`config.mk`:
```
export PLATFORM = sky130hd
export DESIGN_NAME = iks_lane
export DESIGN_NICKNAME = d
export VERILOG_FILES = /design/src/rtl/core/assert_macros.svh /design/src/rtl/core/iks_pkg.sv /design/src/rtl/core/iks_lane.sv
export SDC_FILE = /design/constraint.sdc
export NUM_CORES = 2
export LEC_CHECK = 0
export ABC_AREA = 1
export BUFFER_PORTS_ARGS = -buffer_cell sky130_fd_sc_hd__clkbuf_2
export CAP_MARGIN = 10
export CORE_UTILIZATION = 30
export DETAILED_ROUTE_END_ITERATION = 7
export GPL_ROUTABILITY_DRIVEN = 0
export GPL_TIMING_DRIVEN = 0
export SYNTH_ARGS = -nofsm -noshare
export SYNTH_HDL_FRONTEND = slang
export SYNTH_SLANG_ARGS = --single-unit
```
`constraint.sdc`:
```
create_clock -name clk -period 13.1 [get_ports clk]
set_clock_uncertainty 0.05 [all_clocks]
set_input_delay 1.965 -clock clk [delete_from_list [all_inputs] [get_ports clk]]
set_output_delay 1.965 -clock clk [all_outputs]
set_load 0.05 [all_outputs]
```
`src/rtl/core/assert_macros.svh`:
```
// ----------------------------------------------------------------------------
// Assertion macros
// Shared concurrent assertion forms. Each expects clk and arst_n in scope.
// ----------------------------------------------------------------------------
`ifndef ASSERT_MACROS_SVH
`define ASSERT_MACROS_SVH

`ifndef SYNTH

// A property that must hold at every clock edge outside reset.
`define ASSERT_ALWAYS(label, prop) \
	label: assert property (@(posedge clk) disable iff (!arst_n) (prop)) \
		else $error("assertion failed");

// A condition that must be followed by another in the next cycle.
`define ASSERT_NEXT(label, pre, post) \
	label: assert property (@(posedge clk) disable iff (!arst_n) (pre) |=> (post)) \
		else $error("assertion failed");

`else

`define ASSERT_ALWAYS(label, prop)
`define ASSERT_NEXT(label, pre, post)

`endif

`endif

```
`src/rtl/core/iks_pkg.sv`:
```
// ----------------------------------------------------------------------------
// iks_pkg
// Types, constants and helper functions of the IK solution selector.
// ----------------------------------------------------------------------------
package iks_pkg;

	// Item and joint geometry.
	localparam int NumJoints = 6;
	localparam int InAngW    = 18;
	localparam int OutAngW   = 17;
	localparam int IdxW      = 3;
	localparam int LimW      = 36;
	localparam int WeightW   = 4;
	localparam int WeightsW  = NumJoints * WeightW;

	// Selection set size and limit widening.
	localparam int MaxCand   = 8;
	localparam int CntW      = $clog2(MaxCand + 1);
	localparam int Tolerance = 1;

	// One full turn in hundredths of a degree.
	localparam int Turn = 36000;

	// Angles and limits span less than nine turns, so nine thresholds
	// cover every wrap count in either direction.
	localparam int WrapSteps = 9;
	localparam int KW        = $clog2(WrapSteps + 1);

	// Internal arithmetic widths.
	localparam int AngW      = 20;
	localparam int DW        = 21;
	localparam int DiffW     = 19;
	localparam int SqW       = 2 * DiffW;
	localparam int LaneCostW = SqW + WeightW;
	localparam int PairW     = LaneCostW + 1;
	localparam int CostW     = 48;

	// Configuration register indexes beyond the per-joint limits.
	localparam logic [2:0] CfgWeights  = 3'd6;
	localparam logic [2:0] CfgBiasMask = 3'd7;

	// Configuration reset values.
	localparam logic [LimW-1:0]      LimitsReset  = 36'd9437410144;
	localparam logic [WeightsW-1:0]  WeightsReset = 24'd1135957;
	localparam logic [NumJoints-1:0] BiasReset    = 6'd57;

	// Control word that travels beside the lane data.
	typedef struct packed {
		logic            valid;
		logic            eval;
		logic            last;
		logic [CntW-1:0] pos;
	} iks_ctl_t;

	// Number of whole turns needed to bring a positive excess to zero or below.
	function automatic logic [KW-1:0] wrap_count(input logic signed [AngW-1:0] diff);
		logic [WrapSteps-1:0] gt;
		for (int i = 0; i < WrapSteps; i++) begin
			gt[i] = diff > signed'(AngW'(i * Turn));
		end
		return KW'($countones(gt));
	endfunction

	// A count of turns expressed in hundredths.
	function automatic logic signed [AngW-1:0] turn_mult(input logic [KW-1:0] k);
		return signed'(AngW'(int'(k) * Turn));
	endfunction

endpackage

```
`src/rtl/core/iks_lane.sv`:
```
// ----------------------------------------------------------------------------
// iks_lane
// One joint lane: wraps the candidate angle into the widened limits, checks
// it, and forms the weighted squared distance to the current angle.
// ----------------------------------------------------------------------------
module iks_lane (
	input  logic                                clk,
	input  logic                                en,
	input  logic signed [iks_pkg::InAngW-1:0]   angle,
	input  logic signed [iks_pkg::InAngW-1:0]   cur,
	input  logic [iks_pkg::LimW-1:0]            limits,
	input  logic [iks_pkg::WeightW-1:0]         weight,
	input  logic                                bias,
	output logic [iks_pkg::LaneCostW-1:0]       wcost,
	output logic                                ok,
	output logic signed [iks_pkg::OutAngW-1:0]  mapped
);
	import iks_pkg::*;

	logic signed [AngW-1:0]   lo;
	logic signed [AngW-1:0]   hi;
	logic signed [AngW-1:0]   a_ext;
	logic signed [AngW-1:0]   a1;
	logic signed [AngW-1:0]   map_c;
	logic signed [AngW-1:0]   mag;
	logic signed [DW-1:0]     d_map;
	logic signed [DW-1:0]     d_cur;
	logic signed [DW-1:0]     d_bias;
	logic signed [DW-1:0]     d;
	logic signed [DW-1:0]     d_abs;

	logic signed [AngW-1:0]   a1_s1;
	logic signed [InAngW-1:0] cur_s1;
	logic signed [AngW-1:0]   map_s2;
	logic signed [InAngW-1:0] cur_s2;
	logic                     ok_s2;
	logic [DiffW-1:0]         dabs_s3;
	logic signed [AngW-1:0]   map_s3;
	logic                     ok_s3;
	logic [SqW-1:0]           sq_s4;
	logic signed [AngW-1:0]   map_s4;
	logic                     ok_s4;
	logic [LaneCostW-1:0]     wc_s5;
	logic signed [AngW-1:0]   map_s5;
	logic                     ok_s5;

	// Limits widened by the tolerance; the user, not the block, keeps them stable while items are in flight.
	assign lo = AngW'(signed'(limits[InAngW-1:0])) - signed'(AngW'(Tolerance));
	assign hi = AngW'(signed'(limits[LimW-1:InAngW])) + signed'(AngW'(Tolerance));

	// Stage 1 adds whole turns while the angle lies below the lower limit.
	assign a_ext = AngW'(angle);
	assign a1    = a_ext + turn_mult(wrap_count(lo - a_ext));

	// Stage 2 removes whole turns while above the upper limit, then checks.
	assign map_c = a1_s1 - turn_mult(wrap_count(a1_s1 - hi));

	// Stage 3 forms the distance, with the magnitude term on biased joints.
	always_comb begin
		mag    = (map_s2 < 0) ? -map_s2 : map_s2;
		d_map  = DW'(map_s2);
		d_cur  = DW'(cur_s2);
		d_bias = bias ? DW'(mag) : DW'(0);
		d      = d_map - d_cur + d_bias;
		d_abs  = (d < 0) ? -d : d;
	end

	// Lane pipeline; the whole chain holds while the block is stalled.
	always_ff @(posedge clk) begin
		if (en) begin
			a1_s1   <= a1;
			cur_s1  <= cur;
			map_s2  <= map_c;
			cur_s2  <= cur_s1;
			ok_s2   <= (map_c > lo) && (map_c < hi);
			dabs_s3 <= d_abs[DiffW-1:0];
			map_s3  <= map_s2;
			ok_s3   <= ok_s2;
			sq_s4   <= dabs_s3 * dabs_s3;
			map_s4  <= map_s3;
			ok_s4   <= ok_s3;
			wc_s5   <= LaneCostW'(sq_s4) * LaneCostW'(weight);
			map_s5  <= map_s4;
			ok_s5   <= ok_s4;
		end
	end

	assign wcost  = wc_s5;
	assign ok     = ok_s5;
	assign mapped = map_s5[OutAngW-1:0];

endmodule

```
After elaboration in Yosys (flattened, before gate mapping)
Cells that the tools add are included.
{ "op_classes": {"add_sub_neg": 26, "mul": 4, "div": 0, "magnitude_cmp": 22, "eq_ne": 0, "shifts": 0, "n_mux": 3, "bitwise_logic": 0, "n_reduce_logical": 1} }
{ "op_table": {"columns": ["operator", "n"], "rows": [
  ["$gt A20 B19 Y1 const B", 8],
  ["$gt A20 B18 Y1 const B", 4],
  ["$mul A38 B4 Y42", 1],
  ["$gt A20 B1 Y1 const B", 2],
  ["$gt A20 B17 Y1 const B", 2],
  ["$gt A20 B20 Y1 const B", 2],
  ["$mul A19 B19 Y38", 1],
  ["$mul A4 B11 Y15 const B", 2],
  ["$add A21 B21 Y21", 1],
  ["$lt A21 B1 Y1 const B", 1],
  ["$mux W21", 1],
  ["$sub A20 B18 Y21", 1],
  ["$add A18 B20 Y20", 1],
  ["$gt A20 B19 Y1", 1],
  ["$lt A20 B1 Y1 const B", 1],
  ["$lt A20 B19 Y1", 1],
  ["$mux W20", 1],
  ["$neg A20 Y20", 1],
  ["$sub A19 B18 Y20", 1],
  ["$sub A20 B19 Y20", 1],
  ["$sub A20 B20 Y20", 1],
  ["$add A18 B2 Y19 const B", 1],
  ["$mux W19", 1],
  ["$neg A19 Y19", 1],
  ["other kinds (6)", 18]
]} }
{ "totals": {"reg_bits": 230, "latchBits": 0, "mem_bits_rw": 0, "mem_bits_ro": 0, "in_bits": 79, "out_inout_bits": 60, "elab_cells": 70, "n_memories": 0} }

Depth between registers and ports, before layout
{ "logic_depth": {"depth_word": 11, "depth_mapped": 59, "ltp_nobuf": 59} }

Least setup slack after synthesis
Ideal clock, no wire load.
{ "synth_path": {"path_type": "input to register", "from": "input limits[18] in the netlist's numbering", "to": "register ok_s2, data pin", "setup_time_ps": 253, "arrival_time_ps": 10540, "required_time_ps": 12797, "slack_ps": 2257, "cell_stages": 53, "n_path_buf": 0, "path_cell_list": "ha_1 -> nand2_1 -> nor2_2 -> nand2_1 -> xor2_1 -> ha_1 -> inv_1 -> o21ai_1 -> inv_1 -> nand2_1 -> nand2_1 -> nand2_1 -> nand2_1 -> nand2_2 -> xor2_2 -> nand2_1 -> nor2_1 -> a21oi_1 -> [17 not listed] -> xor2_1 -> ha_1 -> a21oi_1 -> nor2_1 -> a211oi_1 -> nand2_1 -> nand2_1 -> nand2_1 -> ha_1 -> nand2_1 -> inv_1 -> nand4_1 -> nor2_1 -> nand2_1 -> nor2_1 -> nor2_1 -> nor2_1 -> nor2_1"} }
{ "synth_between": {"elab_chain_cells": 11, "word_cells_on_any_way": 24, "cone_classes": "add/sub (11); mul (1); order compare (11); reduce/logical (1)"} }
{ "synth_rtl": {"columns": ["item", "line_no", "source"], "rows": [
  ["start, declared", "iks_lane.sv:11", "input logic [iks_pkg::LimW-1:0] limits,"],
  ["$add A18 B2 Y19 (*)", "iks_lane.sv:49", "assign hi = AngW'(signed'(limits[LimW-1:InAngW])) + signed'(AngW'(Tolerance));"],
  ["$sub A20 B19 Y20", "iks_lane.sv:56", "assign map_c = a1_s1 - turn_mult(wrap_count(a1_s1 - hi));"],
  ["$gt A20 B1 Y1, or another cell as far along", "iks_pkg.sv:59", "gt[i] = diff > signed'(AngW'(i * Turn));"],
  ["$add A1 B1 Y2 (implied by the code)", "iks_pkg.sv:61", "return KW'($countones(gt));"],
  ["$add A2 B2 Y3 (implied by the code)", "iks_pkg.sv:61", null],
  ["$add A3 B3 Y4 (implied by the code)", "iks_pkg.sv:61", null],
  ["$add A4 B1 Y4 (implied by the code)", "iks_pkg.sv:61", null],
  ["$mul A4 B11 Y15", "iks_pkg.sv:66", "return signed'(AngW'(int'(k) * Turn));"],
  ["$sub A20 B20 Y20", "iks_lane.sv:56", null],
  ["$gt A20 B19 Y1 or $lt A20 B19 Y1 (tied branches)", "iks_lane.sv:75", "ok_s2 <= (map_c > lo) && (map_c < hi);"],
  ["$logic_and A1 B1 Y1 (*)", "iks_lane.sv:75", null],
  ["end signal, assigned", "iks_lane.sv:75", null],
  ["end, declared", "iks_lane.sv:36", "logic ok_s2;"]
]} }
Mark *: on every way between the ends. The rest lies on a longest branch, timed or not.
A chain may end at the register's enable or synchronous reset.

Final worst setup path
{ "layout_path": {"from": "input limits[19] in the netlist's numbering", "to": "register ok_s2, data pin"} }
{ "layout_between": {"elab_chain_cells": 11, "word_cells_on_any_way": 24, "cone_classes": "add/sub (11); mul (1); order compare (11); reduce/logical (1)"} }
{ "layout_rtl": {"columns": ["item", "line_no", "source"], "rows": [
  ["$add A18 B2 Y19 (*)", "iks_lane.sv:49", null],
  ["$sub A20 B19 Y20 (*)", "iks_lane.sv:56", null],
  ["$gt A20 B1 Y1, or another cell as far along", "iks_pkg.sv:59", null],
  ["$add A1 B1 Y2 (implied by the code)", "iks_pkg.sv:61", null],
  ["$add A2 B2 Y3 (implied by the code)", "iks_pkg.sv:61", null],
  ["$add A3 B3 Y4 (implied by the code)", "iks_pkg.sv:61", null],
  ["$add A4 B1 Y4 (implied by the code) (*)", "iks_pkg.sv:61", null],
  ["$mul A4 B11 Y15 (*)", "iks_pkg.sv:66", null],
  ["$sub A20 B20 Y20 (*)", "iks_lane.sv:56", null],
  ["via map_c[18]", "iks_lane.sv:24", "logic signed [AngW-1:0] map_c;"],
  ["$gt A20 B19 Y1 or $lt A20 B19 Y1 (tied branches)", "iks_lane.sv:75", null],
  ["$logic_and A1 B1 Y1 (*)", "iks_lane.sv:75", null]
]} }
The timed path passes the listed nets; every way through them passes the cells marked *.

==> reports/results.txt <==
Port Buf Inserts: 133
Drt via density: 4.56
Root Buffer: clkbuf_16
Filler instances: 11000
Antenna violations before repair: 2
CTS max path bufs: 3
Post-route insts no fill: 5453
Setup slack, reg-to-reg: 2280 ps
Via count: 24900
Status: complete, no violations
RSZ-0062 raised after global routing: no
Placed cells: 5399
Pin count of the biggest net entering global routing: 115
Slew Viols, Final: 0
CTS tree: yes
R2r endpoint: ok_s2
Die ar.: 0.106 mm²
DR iter-0 viols: 1237
Post-synthesis register bit count: 229
Reg clk slew, reported paths: 60 ps
Max Fclk: 82.4 MHz
Cells after Synth: 3884
CP max FO: 7
Syn_area_per_cell: 8.12 µm²
Commonest non-fill, non-tap cell in the layout: inv_1
Max_cap viols: 0
Setup TNS Final: 0 ps
Initial Utilization: 30.4%
CP Class: primary input to flip-flop
Period utilisation layout: 92.7%
Core footprint: 0.104 mm²
CTS Sinks: 229
Overall global routing resource usage: 14.8%
FP Rows: 118
Post-synth cell types: 59
Drt drc: 0
ANT nets after route: 0
Grt ovf: 0
Area of the multi-input gates: 0.0211 mm²
First-pass GRT wire length: 128000 µm
Wire per inst: 14.4 µm
Hold buffer count at cts: 0
Reg2reg path depth: 56
Crit. Startpoint: limits[19]
Headroom to the max-slew limit: 44.0%
Post-CTS sizing: 0
CP endpoint kind: flip-flop
Worst slew pin tran: 832 ps
Setup crit end: ok_s2
Commonest non-fill, non-tap cells in the layout: inv_1, nand2_1, fa_1
Clk_lat worst skew: 620 ps
# IOs: 139
Die Y: 326 µm
Final setup viols: 0
Worst Path Required: 13410 ps
Ys Warns: 0
Crit start category: primary input
Hold WC Path Type: flip-flop to flip-flop
Net count after synthesis: 4621
Reg2Reg Launch Point: a1_s1[0]
Register area: 0.00688 mm²
Fin nets: 4787
Minimum clock period: 12140 ps
Largest stage delay, worst path: 650 ps
Number of diodes: 0
Die width: 326 µm
Initial DRT Pass Iterations: 5
Vias in the first global route: 25200
Area of the mapped netlist: 0.0316 mm²
Worst path slowest cell: fa_1
Hold Violations, Final: 0
Max H-tree Level: 1
DP HPWL: 65800 µm
Post-synthesis sequential area ratio: 21.8%
Hold WS: 363 ps
Share of cells above drive strength 1: 6.51%
Post-CTS Setup Bufs: 0
Cell mode on critical path: inv_1
CP arrival: 12450 ps
DRT Wirelength: 78300 µm
TritonCTS buffer count: 29
Area grow syn2layout: 11.0%
## per-stage QoR
stage	area (µm²)	setup WS, ps	utilization [%]
floorplan	31600	2260	-
global route	35000	98.1	33.7
detailed placement	34000	436	32.7
CTS	35000	1060	33.7
finish	35000	957	33.7
global placement	33900	450	32.7
## cells by family (layout without fill, tap and decap cells)
group	count (synthesis)	count (layout)	synth area share, %
AO/OA/AOI/OAI	423	423	7.54
XOR/XNOR	199	199	5.65
adder cells (fa/ha/maj)	658	658	34.5
buffers and inverters	954	1143	11.4
flip-flops	229	229	21.8
multiplexers	1	1	0.0357
other	2	2	0.0238
AND/OR/NAND/NOR	1418	1418	19.1
## worst max-delay path: cells and delay by family
kind | cells | cell delay (ps)
compound gates | 11 | 2000
xor+xnor | 3 | 550
fa+ha+maj | 12 | 4600
buf+inv | 10 | 960
simple gates | 18 | 2360
## synth_stat cells, drive strengths merged
library cell    n  area [µm²]
inv           892        3350
xor2          134        1200
o21ai         122         614
nand2         871        3350
fa            352        7050
o211ai          7        52.6
nand3         165         861
o31ai           4        30.0
nand4          50         319
a31o            3        26.3
a21o           16         120
ha            306        3830
nand2b          1        6.26
a211oi          2        15.0
xnor2          64         561
o21a           10        75.1
clkbuf         42         159
nor4           13        81.3
or2             9        56.3
a2111oi         1        8.76
nor3           46         230
nor2          244         992
edfxtp        229        6880
nor3b           1        7.51
a21oi         203        1030
a21boi          6        48.8
o221ai          6        52.6
a311oi          1        8.76
a211o           1        8.76
o21bai         14         105
a221oi          2        17.5
xor3            1        23.8
and3            6        37.5
and2            5        31.3
a31oi          22         138
nand3b          7        52.6
conb            2        7.51
o211a           1        10.0
mux2            1        11.3
o2111ai         2        17.5
buf            20        83.8
## registers in the layout, summed over array words and instances, names as in the netlist
signal	cells
ok_s4	1
cur_s1	18
map_s4	17
map_s3	17
ok_s3	1
wcost	42
dabs_s3	19
ok_s2	1
map_s5	17
ok	1
sq_s4	37
cur_s2	18
a1_s1	20
map_s2	20
## how the worst min path moves through the flow
stage                          start          to  slack (ps)  cells after the start
after global routing       map_s4[8]   map_s5[8]         370                      0
after global placement    map_s3[16]  map_s4[16]         350                      0
final                      map_s4[8]   map_s5[8]         360                      0
after CTS                  map_s4[1]   map_s5[1]         360                      0
after floorplan            cur_s1[0]   cur_s2[0]         350                      0
after detailed placement   map_s4[1]   map_s5[1]         350                      0
## routing by layer
metal	vias up	GRT usage (%)	routed length, µm
met5	-	0	27
met4	4	4.23	2210
met3	125	2.13	3620
met2	529	26.1	37500
met1	11700	18.8	35000
li1	12500	-	-
## area by class of cell
type / instances / area share [%]
Clock inverter: 22 / 0.768
Tap cell: 1380 / 4.93
Sequential cell: 229 / 19.6
Multi-Input combinational cell: 2701 / 60.2
Clock buffer: 32 / 2.10
Timing Repair Buffer: 135 / 2.08
Buffer: 62 / 0.693
Inverter: 892 / 9.56
Power is left out: the tool's default activity adds up to more than one toggle a clock period on the data nets, which glitch-free logic cannot reach.
