File: config.mk
export PLATFORM = sky130hd
export DESIGN_NAME = iks_merge
export DESIGN_NICKNAME = d
export VERILOG_FILES = /design/src/rtl/core/assert_macros.svh /design/src/rtl/core/iks_pkg.sv /design/src/rtl/core/iks_merge.sv
export SDC_FILE = /design/constraint.sdc
export NUM_CORES = 1
export LEC_CHECK = 0
export BUFFER_PORTS_ARGS = -buffer_cell sky130_fd_sc_hd__buf_2
export CELL_PAD_IN_SITES_DETAIL_PLACEMENT = 1
export CELL_PAD_IN_SITES_GLOBAL_PLACEMENT = 1
export CORE_MARGIN = 5
export CORE_UTILIZATION = 42
export CTS_BUF_LIST = sky130_fd_sc_hd__clkbuf_16
export DETAILED_ROUTE_END_ITERATION = 12
export GPL_ROUTABILITY_DRIVEN = 0
export PLACE_DENSITY_LB_ADDON = 0.1
export SLEW_MARGIN = 30
export SYNTH_ARGS = -nofsm -noshare
export SYNTH_HDL_FRONTEND = slang
export SYNTH_SLANG_ARGS = --single-unit
File: constraint.sdc
create_clock -name clk -period 4.05 [get_ports clk]
set_input_delay 0.2025 -clock clk [delete_from_list [all_inputs] [get_ports clk]]
set_output_delay 0.2025 -clock clk [all_outputs]
set_load 0.1 [all_outputs]
File: src/rtl/core/assert_macros.svh
// ----------------------------------------------------------------------------
// Assertion macros
// Shared concurrent assertion forms. Each expects clk and arst_n in scope.
// ----------------------------------------------------------------------------
`ifndef ASSERT_MACROS_SVH
`define ASSERT_MACROS_SVH

`ifndef SYNTH

// A property that must hold at every clock edge outside reset.
`define ASSERT_ALWAYS(label, prop) \
	label: assert property (@(posedge clk) disable iff (!arst_n) (prop)) \
		else $error("assertion failed");

// A condition that must be followed by another in the next cycle.
`define ASSERT_NEXT(label, pre, post) \
	label: assert property (@(posedge clk) disable iff (!arst_n) (pre) |=> (post)) \
		else $error("assertion failed");

`else

`define ASSERT_ALWAYS(label, prop)
`define ASSERT_NEXT(label, pre, post)

`endif

`endif

File: src/rtl/core/iks_pkg.sv
// ----------------------------------------------------------------------------
// iks_pkg
// Types, constants and helper functions of the IK solution selector.
// ----------------------------------------------------------------------------
package iks_pkg;

	// Item and joint geometry.
	localparam int NumJoints = 6;
	localparam int InAngW    = 18;
	localparam int OutAngW   = 17;
	localparam int IdxW      = 3;
	localparam int LimW      = 36;
	localparam int WeightW   = 4;
	localparam int WeightsW  = NumJoints * WeightW;

	// Selection set size and limit widening.
	localparam int MaxCand   = 8;
	localparam int CntW      = $clog2(MaxCand + 1);
	localparam int Tolerance = 1;

	// One full turn in hundredths of a degree.
	localparam int Turn = 36000;

	// Angles and limits span less than nine turns, so nine thresholds
	// cover every wrap count in either direction.
	localparam int WrapSteps = 9;
	localparam int KW        = $clog2(WrapSteps + 1);

	// Internal arithmetic widths.
	localparam int AngW      = 20;
	localparam int DW        = 21;
	localparam int DiffW     = 19;
	localparam int SqW       = 2 * DiffW;
	localparam int LaneCostW = SqW + WeightW;
	localparam int PairW     = LaneCostW + 1;
	localparam int CostW     = 48;

	// Configuration register indexes beyond the per-joint limits.
	localparam logic [2:0] CfgWeights  = 3'd6;
	localparam logic [2:0] CfgBiasMask = 3'd7;

	// Configuration reset values.
	localparam logic [LimW-1:0]      LimitsReset  = 36'd9437410144;
	localparam logic [WeightsW-1:0]  WeightsReset = 24'd1135957;
	localparam logic [NumJoints-1:0] BiasReset    = 6'd57;

	// Control word that travels beside the lane data.
	typedef struct packed {
		logic            valid;
		logic            eval;
		logic            last;
		logic [CntW-1:0] pos;
	} iks_ctl_t;

	// Number of whole turns needed to bring a positive excess to zero or below.
	function automatic logic [KW-1:0] wrap_count(input logic signed [AngW-1:0] diff);
		logic [WrapSteps-1:0] gt;
		for (int i = 0; i < WrapSteps; i++) begin
			gt[i] = diff > signed'(AngW'(i * Turn));
		end
		return KW'($countones(gt));
	endfunction

	// A count of turns expressed in hundredths.
	function automatic logic signed [AngW-1:0] turn_mult(input logic [KW-1:0] k);
		return signed'(AngW'(int'(k) * Turn));
	endfunction

endpackage

File: src/rtl/core/iks_merge.sv
// ----------------------------------------------------------------------------
// iks_merge
// Sums the lane costs, keeps the running best candidate of the set and
// holds the result item until it is taken.
// ----------------------------------------------------------------------------
module iks_merge (
	input  logic                               clk,
	input  logic                               arst_n,
	input  logic                               en,
	input  iks_pkg::iks_ctl_t                  ctl_s5,
	input  logic [iks_pkg::LaneCostW-1:0]      wcost  [iks_pkg::NumJoints],
	input  logic                               ok     [iks_pkg::NumJoints],
	input  logic signed [iks_pkg::OutAngW-1:0] mapped [iks_pkg::NumJoints],
	input  logic                               out_ready,
	output logic                               out_valid,
	output logic [iks_pkg::IdxW-1:0]           best_index,
	output logic                               found,
	output logic signed [iks_pkg::OutAngW-1:0] best_ang [iks_pkg::NumJoints]
);
	import iks_pkg::*;

	localparam int NumPairs = NumJoints / 2;

	iks_ctl_t                   ctl_s6;
	iks_ctl_t                   ctl_s7;
	logic [PairW-1:0]           pair_s6 [NumPairs];
	logic                       ok_s6;
	logic signed [OutAngW-1:0]  map_s6  [NumJoints];
	logic [CostW-1:0]           total_s7;
	logic                       ok_s7;
	logic signed [OutAngW-1:0]  map_s7  [NumJoints];

	logic [CostW-1:0]           best_cost_q;
	logic [CntW-1:0]            best_pos_q;
	logic                       any_valid_q;
	logic signed [OutAngW-1:0]  best_ang_q [NumJoints];
	logic                       out_valid_q;

	logic                       step;
	logic                       better;
	logic                       load_out;
	logic                       all_ok;

	assign all_ok = ok[0] && ok[1] && ok[2] && ok[3] && ok[4] && ok[5];

	// Stage 6 adds lane pairs; stage 7 forms the total. With four-bit weights
	// and distances under 2^19, the total stays well below the 48-bit ceiling.
	always_ff @(posedge clk) begin
		if (en) begin
			for (int p = 0; p < NumPairs; p++) begin
				pair_s6[p] <= PairW'(wcost[2*p]) + PairW'(wcost[2*p+1]);
			end
			ok_s6    <= all_ok;
			map_s6   <= mapped;
			total_s7 <= CostW'(pair_s6[0]) + CostW'(pair_s6[1]) + CostW'(pair_s6[2]);
			ok_s7    <= ok_s6;
			map_s7   <= map_s6;
		end
	end

	// Control beside the sums.
	always_ff @(posedge clk or negedge arst_n) begin
		if (!arst_n) begin
			ctl_s6 <= '0;
			ctl_s7 <= '0;
		end else if (en) begin
			ctl_s6 <= ctl_s5;
			ctl_s7 <= ctl_s6;
		end
	end

	// A candidate wins only on a strictly lower cost, so ties keep the earlier one.
	assign step     = en && ctl_s7.valid;
	assign better   = ctl_s7.eval && ok_s7 && (total_s7 < best_cost_q);
	assign load_out = step && ctl_s7.last;

	// Running best; the last item of a set closes it.
	always_ff @(posedge clk or negedge arst_n) begin
		if (!arst_n) begin
			best_cost_q <= '1;
			best_pos_q  <= '0;
			any_valid_q <= 1'b0;
			for (int j = 0; j < NumJoints; j++) begin
				best_ang_q[j] <= '0;
			end
		end else if (step) begin
			if (ctl_s7.last) begin
				best_cost_q <= '1;
				best_pos_q  <= '0;
				any_valid_q <= 1'b0;
				for (int j = 0; j < NumJoints; j++) begin
					best_ang_q[j] <= '0;
				end
			end else if (better) begin
				best_cost_q <= total_s7;
				best_pos_q  <= ctl_s7.pos;
				any_valid_q <= 1'b1;
				best_ang_q  <= map_s7;
			end
		end
	end

	// Result item register.
	always_ff @(posedge clk) begin
		if (load_out) begin
			if (better) begin
				best_index <= IdxW'(ctl_s7.pos);
				found      <= 1'b1;
				best_ang   <= map_s7;
			end else if (any_valid_q) begin
				best_index <= IdxW'(best_pos_q);
				found      <= 1'b1;
				best_ang   <= best_ang_q;
			end else begin
				best_index <= '0;
				found      <= 1'b0;
				for (int j = 0; j < NumJoints; j++) begin
					best_ang[j] <= '0;
				end
			end
		end
	end

	always_ff @(posedge clk or negedge arst_n) begin
		if (!arst_n) begin
			out_valid_q <= 1'b0;
		end else if (load_out) begin
			out_valid_q <= 1'b1;
		end else if (out_ready) begin
			out_valid_q <= 1'b0;
		end
	end

	assign out_valid = out_valid_q;

endmodule

After elaboration in Yosys (flattened, before gate mapping)
Memories as Yosys holds them, arrays and structs flattened. Cells that the tools add are included.

Bits in writable memories: 129. Bits of input ports: 371. Output and inout bits: 107. Flip-flop bits (word level): 527. Word-level logic and storage cells: 77. Memories: 1.

Memories: pair_s6 (words 3, width 43, rd ports 3, clocked after memory_dff 0, write ports 3, RTL line iks_merge.sv:26) `logic [PairW-1:0] pair_s6 [NumPairs];`.

Multiplexer cells: 17. Add/subtract/negate cells: 5. $lt $le $gt $ge: 1. Reduce and logical (&&, ||, !) cells: 12.

Operators by type and width (count): $mux W102 (4); $add A42 B42 Y43 (3); $mux W48 (2); $lt A48 B48 Y1 (1); $add A44 B43 Y45 (1); $add A43 B43 Y44 (1); $mux W3 (4); $logic_and A1 B1 Y1 (9); $mux W1 (7); $reduce_bool A2 Y1 (2); $reduce_and A2 Y1 (1).

Depth between registers and ports, before layout
Gate-level depths: netlist (run 1).

Word-level depth: 5. Gate-level depth with buffers: 15. Depth with buffers taken out: 15.

Worst setup path before layout (run 1)
No wires, ideal clock.

Path kind: register to register. Start: register ctl_s7[4] in the netlist's numbering. End: register best_ang[0] in the netlist's numbering, enable pin. Library setup time: 480 ps. Stages on the path, launching flop included: 4. Data required time: 3570 ps. Slack: 205 ps. Clock period less this slack: 3845 ps. Path buffers: 2. Data arrival time: 3365 ps. Cell sequence: dfrtp_1 clkbuf_1 clkbuf_1 and3_1.

Word-level cells in the longest chain between the ends: 1.

Ends and longest elaborated chain: from (decl) (RTL line iks_merge.sv:25) `iks_ctl_t ctl_s7;`; from (signal assigned) (RTL line iks_merge.sv:68) `ctl_s7 <= ctl_s6;`; $logic_and A1 B1 Y1 (RTL line iks_merge.sv:75) `assign load_out = step && ctl_s7.last;`; net load_out (RTL line iks_merge.sv:41) `logic load_out;`; to (signal assigned) (RTL line iks_merge.sv:109) `best_ang <= map_s7;`; to (signal assigned) (RTL line iks_merge.sv:113) `best_ang <= best_ang_q;`; to (decl) (RTL line iks_merge.sv:18) `output logic signed [iks_pkg::OutAngW-1:0] best_ang [iks_pkg::NumJoints]`.

The timed path passes the listed nets, and every way through them passes these cells. A chain may end at the register's enable or synchronous reset.

==> results of run 1 <==
-- final cells by class --
class | count | area, sq um | area share
Antenna cell | 2 | 5.005 | 0.0001231
Clock buffer | 73 | 1827 | 0.04493
Clock inverter | 60 | 426.7 | 0.01049
Inverter | 98 | 367.9 | 0.009047
Multi-Input combinational cell | 2021 | 13840 | 0.3404
Sequential cell | 651 | 18790 | 0.4621
Tap cell | 1050 | 1314 | 0.03231
Timing Repair Buffer | 642 | 4089 | 0.1006
-- state kept, by name, summed over array words and instances, names as in the netlist, 45 cells and up --
signal       cells
best_ang       102
best_ang_q     102
best_cost_q     46
map_s6         102
map_s7         102
pair_s6        129
total_s7        45
-- path summary, 6_finish.rpt --
path,startpoint,end,slack (ps),depth (start not counted)
min in group asynchronous,arst_n,best_ang_q[79],70,2
min reg2reg,map_s6[98],map_s7[98],410,0
max reg2reg,pair_s6[0][1],total_s7[35],230,14
max in group asynchronous,arst_n,best_ang_q[51],2790,4
max,pair_s6[0][1],total_s7[35],230,14
min,en,pair_s6[0][93],20,1
-- power groups by stage --
stage	Sequential [mW]	Clock, mW	Combinational, mW
detailed placement	10.4	0	7.92
finish	10.2	6.26	8.06
global placement	10.2	0	7.59
global route	10.4	6.69	9.00
floorplan	10.6	0	5.15
CTS	10.2	6.40	8.09
-- cell families after synthesis --
kind of cell	count (synthesis)	share of synthesized area
buffers and inverters	215	0.02524
xor gates and xnor gates	147	0.03854
DFF	651	0.5622
AOI/OAI and AO/OA	805	0.1576
and+or+nand+nor	797	0.1045
muxes	13	0.004344
adders and majority gates	259	0.1076
-- worst reg2reg max path, stage by stage (launching register included) --
cell and delay (ps):
edfxtp_1 400, fa_1 490, ha_1 240, fa_1 410, a21o_1 180, a21oi_1 180, o21ai_1 140, a211oi_2 290
o31a_1 220, buf_4 140, o31a_1 230, a21oi_1 130, a21oi_1 220, o21ai_0 140, xor2_1 150
-- through the flow --
step / power (mW) / hold WS (ps)
global placement: 17.82 / 379.0
finish: 24.56 / 19.22
detailed placement: 18.27 / 380.9
floorplan: 15.76 / -93.09
global route: 26.11 / 20.39
CTS: 24.73 / 1.237
-- layer usage --
metal	track usage	wire length, um
met1	0.2687	40150
met2	0.4080	50340
met3	0.02951	4322
met4	0.06650	2690
met5	0	0
-- timing repair --
item | 4_1_cts | 5_1_grt
endpoints found under the setup margin | 0 | 4
gates resized for setup | 0 | 4
endpoints found under the hold margin | 176 | 0
hold buffers | 123 | 0
-- placed cells by master, fill, tap and decap left out, drive strengths merged, types with 6 or more instances in the layout --
master / count
buf: 519
edfxtp: 486
nand2: 418
ha: 212
o21ai: 192
a21oi: 183
nand3: 135
dlygate4sd3: 123
inv: 122
dfrtp: 119
nor2: 110
a21o: 107
a22oi: 106
xnor2: 101
clkbuf: 73
fa: 47
xor2: 46
dfstp: 46
o22a: 37
a211oi: 33
clkinv: 28
o21bai: 27
nor3: 27
o21a: 26
nand4: 26
nor2b: 20
nand2b: 18
a31oi: 17
and3: 14
mux2: 12
o211ai: 10
or3: 8
a211o: 8
o22ai: 6
o41ai: 6
==> impl_metrics.json, run 1 <==
{
  "path_delay_family": "compound AO/OA/AOI/OAI gates",
  "peakVddDrop_mv": 0.2928,
  "num_rows": 103,
  "nets": 4116,
  "grt_pass1_vias": 28171,
  "timing_worst_setup_path_type": "register to register",
  "yosysTopAreaCellShare": 0.4368,
  "chipWidth_um": 292.0,
  "path_clk_slew_ps": 60,
  "synth.most_common_cell": "edfxtp_1",
  "routed_wl_um": 97500,
  "syn_inst": 2887,
  "final_util": 0.5155,
  "core_sq_um": 78870,
  "rsz0062_at_grt": "no",
  "drc": 0,
  "grt_max_degree": 143,
  "place_inst": 4338,
  "ys_seq_area_frac": 0.5622,
  "start_util": 0.4236,
  "async_reset_ff_frac": 0.2535,
  "maxCapViolations": 0,
  "yosys_warnings": 0,
  "overflow": 0,
  "cpMostUsedCell": "a21oi_1",
  "dp_hpwl_um": 68160,
  "synth.cell_area_sq_um": 33410,
  "finalNonFillerCells": 4597,
  "power_switching_mw": 8.573,
  "status": "finished clean",
  "cp_num_buf_inv": 1,
  "total_leakage_power_nw": 17.57,
  "die_area_sq_um": 85280,
  "yosys.area.top_type": "edfxtp_1",
  "dr.first_iter.drc_count": 1231,
  "cts_tree": "built",
  "final.setup.worst_slack_ps": 231.9,
  "crit_arrival_ps": 4150,
  "setup_tns_ps": 0,
  "crit_path_max_fanout": 3,
  "final_area_sq_um": 40660,
  "max_stage_delay_ps": 490,
  "max_freq_mhz": 261.9,
  "clockBufferDepth": 3,
  "grt_pass1_wl_um": 151800,
  "start_kind": "register",
  "cts.sinks": 651,
  "viasPerCell": 5.519,
  "cpMaxStageDelayCell": "fa_1",
  "path_cells": "fa_1 > ha_1 > fa_1 > a21o_1 > a21oi_1 > o21ai_1 > a211oi_2 > o31a_1 > buf_4 > o31a_1 > a21oi_1 > a21oi_1 > o21ai_0 > xor2_1",
  "grt_use_total": 0.2208,
  "required_ps": 4380,
  "avgSynthCellArea_sq_um": 11.57,
  "min_path_type": "input pin to register",
  "relSlewSlack": 0.3723,
  "synth_area_leaders": "edfxtp_1 (44%), dfrtp_1 (8.9%), ha_1 (7.9%)",
  "postRouteAntennaNets": 0,
  "placed_cell_area_sq_um": 37120,
  "layout_min_cycle_time_ps": 3818,
  "p_int_mw": 15.99,
  "slew_violations": 0,
  "drive_gt1_frac": 0.1975,
  "synth-edff-count": 486,
  "via_count": 25370,
  "finClkSkew_ps": 28.72,
  "die_h_um": 292.0,
  "post_cts_buffers": 0,
  "combPwrFrac": 0.328,
  "ys_seq_elements": 651,
  "insertion_delay_ps": 610,
  "finalCritPeriodShare": 0.9427,
  "areaGrowthSynthToFinish_pct": 21.70,
  "io_buffers": 476,
  "wl_per_cell_um": 21.21,
  "crit_path_end_kind": "register",
  "antenna_found_initial": 4,
  "numCtsBuffers": 72,
  "syn_nets": 3517,
  "io_pins": 478,
  "ys.flop_type": "edfxtp_1",
  "final_hold_viol_count": 0,
  "setup_viol": 0,
  "nFillCells": 8497,
  "pre_cts_ws_ps": 95.73,
  "swShare": 0.3491,
  "clockPowerShare": 0.255,
  "htree_levels": 3,
  "powerDensity_nw_per_um2": 604.0,
  "p_seq_frac": 0.417,
  "drtPass1Iterations": 5,
  "tightest_slew_ps": 941.5,
  "cts-root-buf": "clkbuf_16",
  "synthTopCellsByCount": "edfxtp_1 (486), nand2_1 (418), ha_1 (212)",
  "synthDistinctLibCells": 75
}
Note: power is estimated with default switching activity, not from simulation.
==> run 2, diff against run 1 <==
- ABC_AREA: not set -> 1
- CORE_UTILIZATION: 42 -> 41
==> run 2 against run 1 <==
Critical endpoint is now total_s7[31]. Worst setup slack better by 630 ps. First-iteration DRC count grew 33%. Non-clock buffer count decreased by 24. Sequential share of layout area shrank 3.0 points. Die area rose by 11%. Sequential power is 5% lower. Highest routed layer unchanged. Design area is 6.9% higher. Flip-flop and latch count unchanged. Hold slack better by 29 ps.
==> impl_metrics.json, run 2 <==
{
  "status": "finished clean",
  "htree_levels": 3,
  "viasPerCell": 5.203,
  "peakVddDrop_mv": 0.3891,
  "multiInputGateArea_sq_um": 15750,
  "synthDistinctLibCells": 44,
  "final_area_sq_um": 43480,
  "whs_path_depth": 4,
  "rr_startpoint": "pair_s6[0][1]",
  "regArea_sq_um": 18780,
  "antenna_found_initial": 1,
  "layout_min_cycle_time_ps": 3185,
  "maxCapViolations": 0,
  "nets": 5158,
  "core_sq_um": 88100,
  "placed_cell_area_sq_um": 39910,
  "die_area_sq_um": 94490,
  "via_count": 29942,
  "avgSynthCellArea_sq_um": 9.226,
  "chipWidth_um": 307.4,
  "crit_path_max_fanout": 5,
  "yosys_warnings": 0,
  "setup_tns_ps": 0,
  "cts-root-buf": "clkbuf_16",
  "timing_worst_setup_path_type": "register to register",
  "largest_register_ffs": 129,
  "grt_pass1_wl_um": 178300,
  "drtPass1Iterations": 5,
  "nFillCells": 10253,
  "synth.cell_area_sq_um": 36260,
  "wl_per_cell_um": 20.10,
  "synth-edff-count": 486,
  "tightest_slew_ps": 1147,
  "powerDensity_nw_per_um2": 562.6,
  "layout_commonest_cell": "nand2_1",
  "setup_viol": 0,
  "insertion_delay_ps": 620,
  "synth.most_common_cell": "nand2_1",
  "final.setup.worst_slack_ps": 865.2,
  "async_reset_ff_frac": 0.2535,
  "synth_area_leaders": "edfxtp_1 (40%), nand2_1 (12%), dfrtp_1 (8.2%)",
  "top_register": "pair_s6",
  "worstHoldStart": "wcost[83]",
  "path_clk_slew_ps": 60,
  "grt_max_degree": 149,
  "ys.flop_type": "edfxtp_1",
  "pre_cts_ws_ps": 866.5,
  "min_to": "pair_s6[0][128]",
  "synthTopCellsByCount": "nand2_1 (1121), edfxtp_1 (486), nand3_1 (391)",
  "start_util": 0.4116,
  "syn_nets": 4560,
  "cts.sinks": 651,
  "start_kind": "register",
  "cts_tree": "built",
  "io_buffers": 476,
  "routed_wl_um": 115700,
  "ys_seq_elements": 651,
  "r2r_end": "total_s7[31]",
  "reg2reg_slack_ps": 870,
  "rsz0062_at_grt": "no",
  "reg2reg_depth": 14,
  "relSlewSlack": 0.2353,
  "dr.first_iter.drc_count": 1635,
  "areaGrowthSynthToFinish_pct": 19.90,
  "total_leakage_power_nw": 19.98,
  "postRouteAntennaNets": 0,
  "final_util": 0.4935,
  "min_path_type": "input pin to register",
  "grt_pass1_vias": 31492,
  "crit_path_end_kind": "register",
  "layout_common_cells": "nand2_1 (1121), edfxtp_1 (486), buf_2 (474)",
  "finClkSkew_ps": 28.36,
  "num_rows": 109,
  "finalCritPeriodShare": 0.7864,
  "io_pins": 478,
  "crit_arrival_ps": 3560,
  "ys_seq_area_frac": 0.5179,
  "slew_violations": 0,
  "yosys.area.top_type": "edfxtp_1",
  "drc": 0,
  "grt_use_total": 0.2389,
  "final_hold_viol_count": 0,
  "syn_inst": 3930,
  "overflow": 0,
  "die_h_um": 307.4,
  "clockBufferDepth": 3,
  "yosysTopAreaCellShare": 0.4025,
  "max_freq_mhz": 314.0,
  "drive_gt1_frac": 0.1471,
  "numCtsBuffers": 73,
  "dp_hpwl_um": 87150,
  "required_ps": 4420
}
[run 2: final cells by class]
type                       instances  area share
antenna                            1  0.00005756
sequential                       651      0.4321
tap                             1165     0.03353
multi-input combinational       2855      0.3623
timing repair buffer             618     0.08927
clock inverter                    62     0.01168
inverter                         329     0.02852
clock buffer                      74     0.04259
[run 2: layer usage]
| layer | track usage | part of all wire |
|---|---|---|
| met5 | 0 | 0 |
| met4 | 0.06359 | 0.025 |
| met3 | 0.02373 | 0.036 |
| met2 | 0.4352 | 0.51 |
| met1 | 0.3051 | 0.43 |
[run 2: critical path, cell delays in order (launching register included)]
cell and delay, ps:
edfxtp_1 400, fa_1 490, ha_1 300, fa_1 510, nand3_1 110, nand2_1 140
nand3_1 110, nand2_1 120, nand2_1 100, nand2_1 150, nand2_1 100, nand2_1 110
nand2_1 80, nand2_1 80, xor2_1 140
[run 2: cells by family (layout without fill, tap and decap cells)]
| logic type | Yosys count | after routing | synth area share |
|---|---|---|---|
| xor gates and xnor gates | 118 | 118 | 0.02850 |
| muxes | 4 | 4 | 0.001242 |
| DFF | 651 | 651 | 0.5179 |
| other | 0 | 1 | 0 |
| AOI/OAI and AO/OA | 472 | 472 | 0.07374 |
| adders and majority gates | 259 | 259 | 0.09910 |
| buffers and inverters | 424 | 1083 | 0.04845 |
| and+or+nand+nor | 2002 | 2002 | 0.2310 |
[run 2: worst max-delay path by stage]
stage               cells past startpoint  slack (ps)       startpoint               to
detailed placement                     14         870    pair_s6[0][1]     total_s7[31]
CTS                                    14         820  best_cost_q[41]   best_ang_q[51]
floorplan                               6          40        ctl_s7[4]  best_cost_q[16]
finish                                 14         870    pair_s6[0][1]     total_s7[31]
global route                           14         620  best_cost_q[41]   best_ang_q[51]
global placement                       14         920    pair_s6[0][1]     total_s7[31]
[run 2: power breakdown]
group	internal, mW	leakage [nW]	switching [mW]
sequential	8.91	6.79	0.789
combinational	2.73	12.0	5.56
clock	3.69	1.23	2.77
total	15.3	20.0	9.12
[run 2: per-stage QoR]
| stage | cells | hold WS, ps | power [mW] |
|---|---|---|---|
| 2_1_floorplan | 3930 | -93.09 | 15.15 |
| 5_1_grt | 5755 | 49.91 | 26.04 |
| 3_3_place_gp | 5498 | 269.0 | 17.76 |
| 3_5_place_dp | 5498 | 272.0 | 17.98 |
| 6_report | 5755 | 48.63 | 24.46 |
| 4_1_cts | 5754 | 16.10 | 24.66 |
[run 2: timing repair]
action                                  CTS  global route
endpoints found under the setup margin    0             0
hold buffers                            120             0
setup buffers                             0             0
hold endpoints to repair                176             0
gates resized for setup                   0             0
==> run 3, diff against run 2 <==
- CORE_UTILIZATION: 41 -> 45
- clock period: 4.05 -> 3 ns (I/O delays scaled with it)
==> run 3 against run 2 <==
Combinational power rose by 40%. Count of clock-buffer cells in the layout is 4 lower. Global-route usage is 2.6 points higher. Core utilization increased by 5.2 points. Routed wire length is 1.9% higher. Largest cell class unchanged. Highest routed layer is now met5.
==> impl_metrics.json, run 3 (synthesis results as in run 2) <==
{
  "status": "finished clean",
  "powerDensity_nw_per_um2": 763.8,
  "timing_worst_setup_path_type": "register to register",
  "power_switching_mw": 12.49,
  "htree_levels": 3,
  "drc": 0,
  "reg2reg_slack_ps": 150,
  "grt_pass1_vias": 32134,
  "regArea_sq_um": 18780,
  "cts.sinks": 651,
  "crit_path_max_fanout": 5,
  "postRouteAntennaNets": 0,
  "final_hold_viol_count": 0,
  "p_seq_frac": 0.393,
  "maxCapViolations": 0,
  "cts_tree": "built",
  "num_rows": 104,
  "slew_violations": 0,
  "areaGrowthSynthToFinish_pct": 20.57,
  "layout_common_cells": "nand2_1 (1120), edfxtp_1 (486), buf_2 (474)",
  "clockPowerShare": 0.259,
  "nFillCells": 9392,
  "rr_startpoint": "pair_s6[0][49]",
  "via_count": 30431,
  "multiInputGateArea_sq_um": 15770,
  "die_area_sq_um": 86350,
  "pre_cts_ws_ps": 77.30,
  "io_buffers": 476,
  "top_register": "pair_s6",
  "required_ps": 3380,
  "dp_hpwl_um": 88540,
  "setup_tns_ps": 0,
  "viasPerCell": 5.357,
  "crit_arrival_ps": 3220,
  "chipWidth_um": 293.9,
  "tightest_slew_ps": 845.1,
  "start_kind": "register",
  "io_pins": 478,
  "whs_path_depth": 4,
  "final_area_sq_um": 43720,
  "layout_min_cycle_time_ps": 2847,
  "finalNonFillerCells": 5681,
  "die_h_um": 293.9,
  "min_path_type": "input pin to register",
  "place_inst": 5422,
  "cts-root-buf": "clkbuf_16",
  "p_int_mw": 20.90,
  "worstHoldStart": "wcost[251]",
  "insertion_delay_ps": 610,
  "nets": 5188,
  "numCtsBuffers": 70,
  "total_leakage_power_nw": 20.14,
  "max_freq_mhz": 351.3,
  "grt_use_total": 0.2650,
  "dr.first_iter.drc_count": 1547,
  "post_cts_buffers": 0,
  "routed_wl_um": 117900,
  "swShare": 0.3740,
  "relSlewSlack": 0.4366,
  "antenna_found_initial": 7,
  "peakVddDrop_mv": 0.4590,
  "largest_register_ffs": 129,
  "min_to": "pair_s6[0][42]",
  "clockBufferDepth": 3,
  "finalCritPeriodShare": 0.9490,
  "setup_viol": 0,
  "reg2reg_depth": 11,
  "wl_per_cell_um": 20.75,
  "combPwrFrac": 0.348,
  "finClkSkew_ps": 27.95,
  "grt_pass1_wl_um": 181100,
  "placed_cell_area_sq_um": 40150,
  "r2r_end": "total_s7[41]",
  "crit_path_end_kind": "register",
  "overflow": 0,
  "grt_max_degree": 132,
  "drtPass1Iterations": 5,
  "final.setup.worst_slack_ps": 153.1,
  "start_util": 0.4524,
  "layout_commonest_cell": "nand2_1",
  "path_clk_slew_ps": 70,
  "drive_gt1_frac": 0.1525,
  "core_sq_um": 80160
}
-- run 3: cell types whose count changed in the layout (fill, tap and decap cells not counted), sizes merged --
cell,previous run,this run
clkinvlp,0,2
bufinv,5,7
inv,351,352
dlygate4sd3,120,124
clkinv,35,27
diode,1,6
clkbuf,74,70
buf,498,527
-- run 3: metrics by stage --
| stage | util | hold slack [ps] | power [mW] |
|---|---|---|---|
| CTS | 0.5449 | 11.62 | 33.50 |
| global placement | 0.5009 | 165.5 | 24.17 |
| global route | 0.5454 | 36.54 | 35.45 |
| detailed placement | 0.5009 | 164.3 | 24.60 |
| floorplan | - | -145.6 | 20.45 |
| finish | 0.5454 | 44.38 | 33.39 |
-- run 3: area by class of cell --
class | instances | share of cell area
antenna | 6 | 0.0003434
clock buffer | 70 | 0.04007
clock inverter | 59 | 0.01216
inverter | 329 | 0.02836
multi-input combinational | 2855 | 0.3608
sequential | 651 | 0.4297
tap | 1060 | 0.03034
timing repair buffer | 651 | 0.09831
-- run 3: power by group through the flow --
stage               clock network, mW  logic (mW)  registers [mW]
floorplan                           0        7.06            13.4
global placement                    0        11.0            13.2
detailed placement                  0        11.3            13.3
CTS                              8.81        11.6            13.1
global route                     9.25        12.9            13.3
finish                           8.65        11.6            13.1
-- run 3: worst max path at each step --
stage | endpoint | startpoint | slack, ps | cells after the start
floorplan | best_cost_q[16] | ctl_s7[6] | 210 | 6
global placement | total_s7[35] | pair_s6[0][17] | 180 | 9
detailed placement | total_s7[35] | pair_s6[0][16] | 80 | 9
CTS | total_s7[35] | pair_s6[0][17] | 100 | 9
global route | total_s7[35] | pair_s6[0][17] | -10 | 9
finish | total_s7[41] | pair_s6[0][49] | 150 | 11
-- run 3: metal layers --
metal	share of wire	wire [um]	global-route usage
met1	0.41	48300	0.3305
met4	0.035	4116	0.08871
met3	0.039	4568	0.02649
met2	0.52	60900	0.4827
met5	0.00011	13	0
-- run 3: repair_timing --
action	CTS	global route
endpoints found under the setup margin	0	11
hold endpoints to repair	215	0
resized for setup	0	8
hold buffers	124	0
-- run 3: worst max-delay path: stages, from the launching register on --
cell and delay [ps]:
edfxtp_1 460, fa_1 500, ha_1 440, nand2_1 200, nor2_1 220, nand2_1 80
nand2b_1 180, nand2_1 90, nand3_1 190, nand2_1 120, nand3_1 80, nand2_1 50
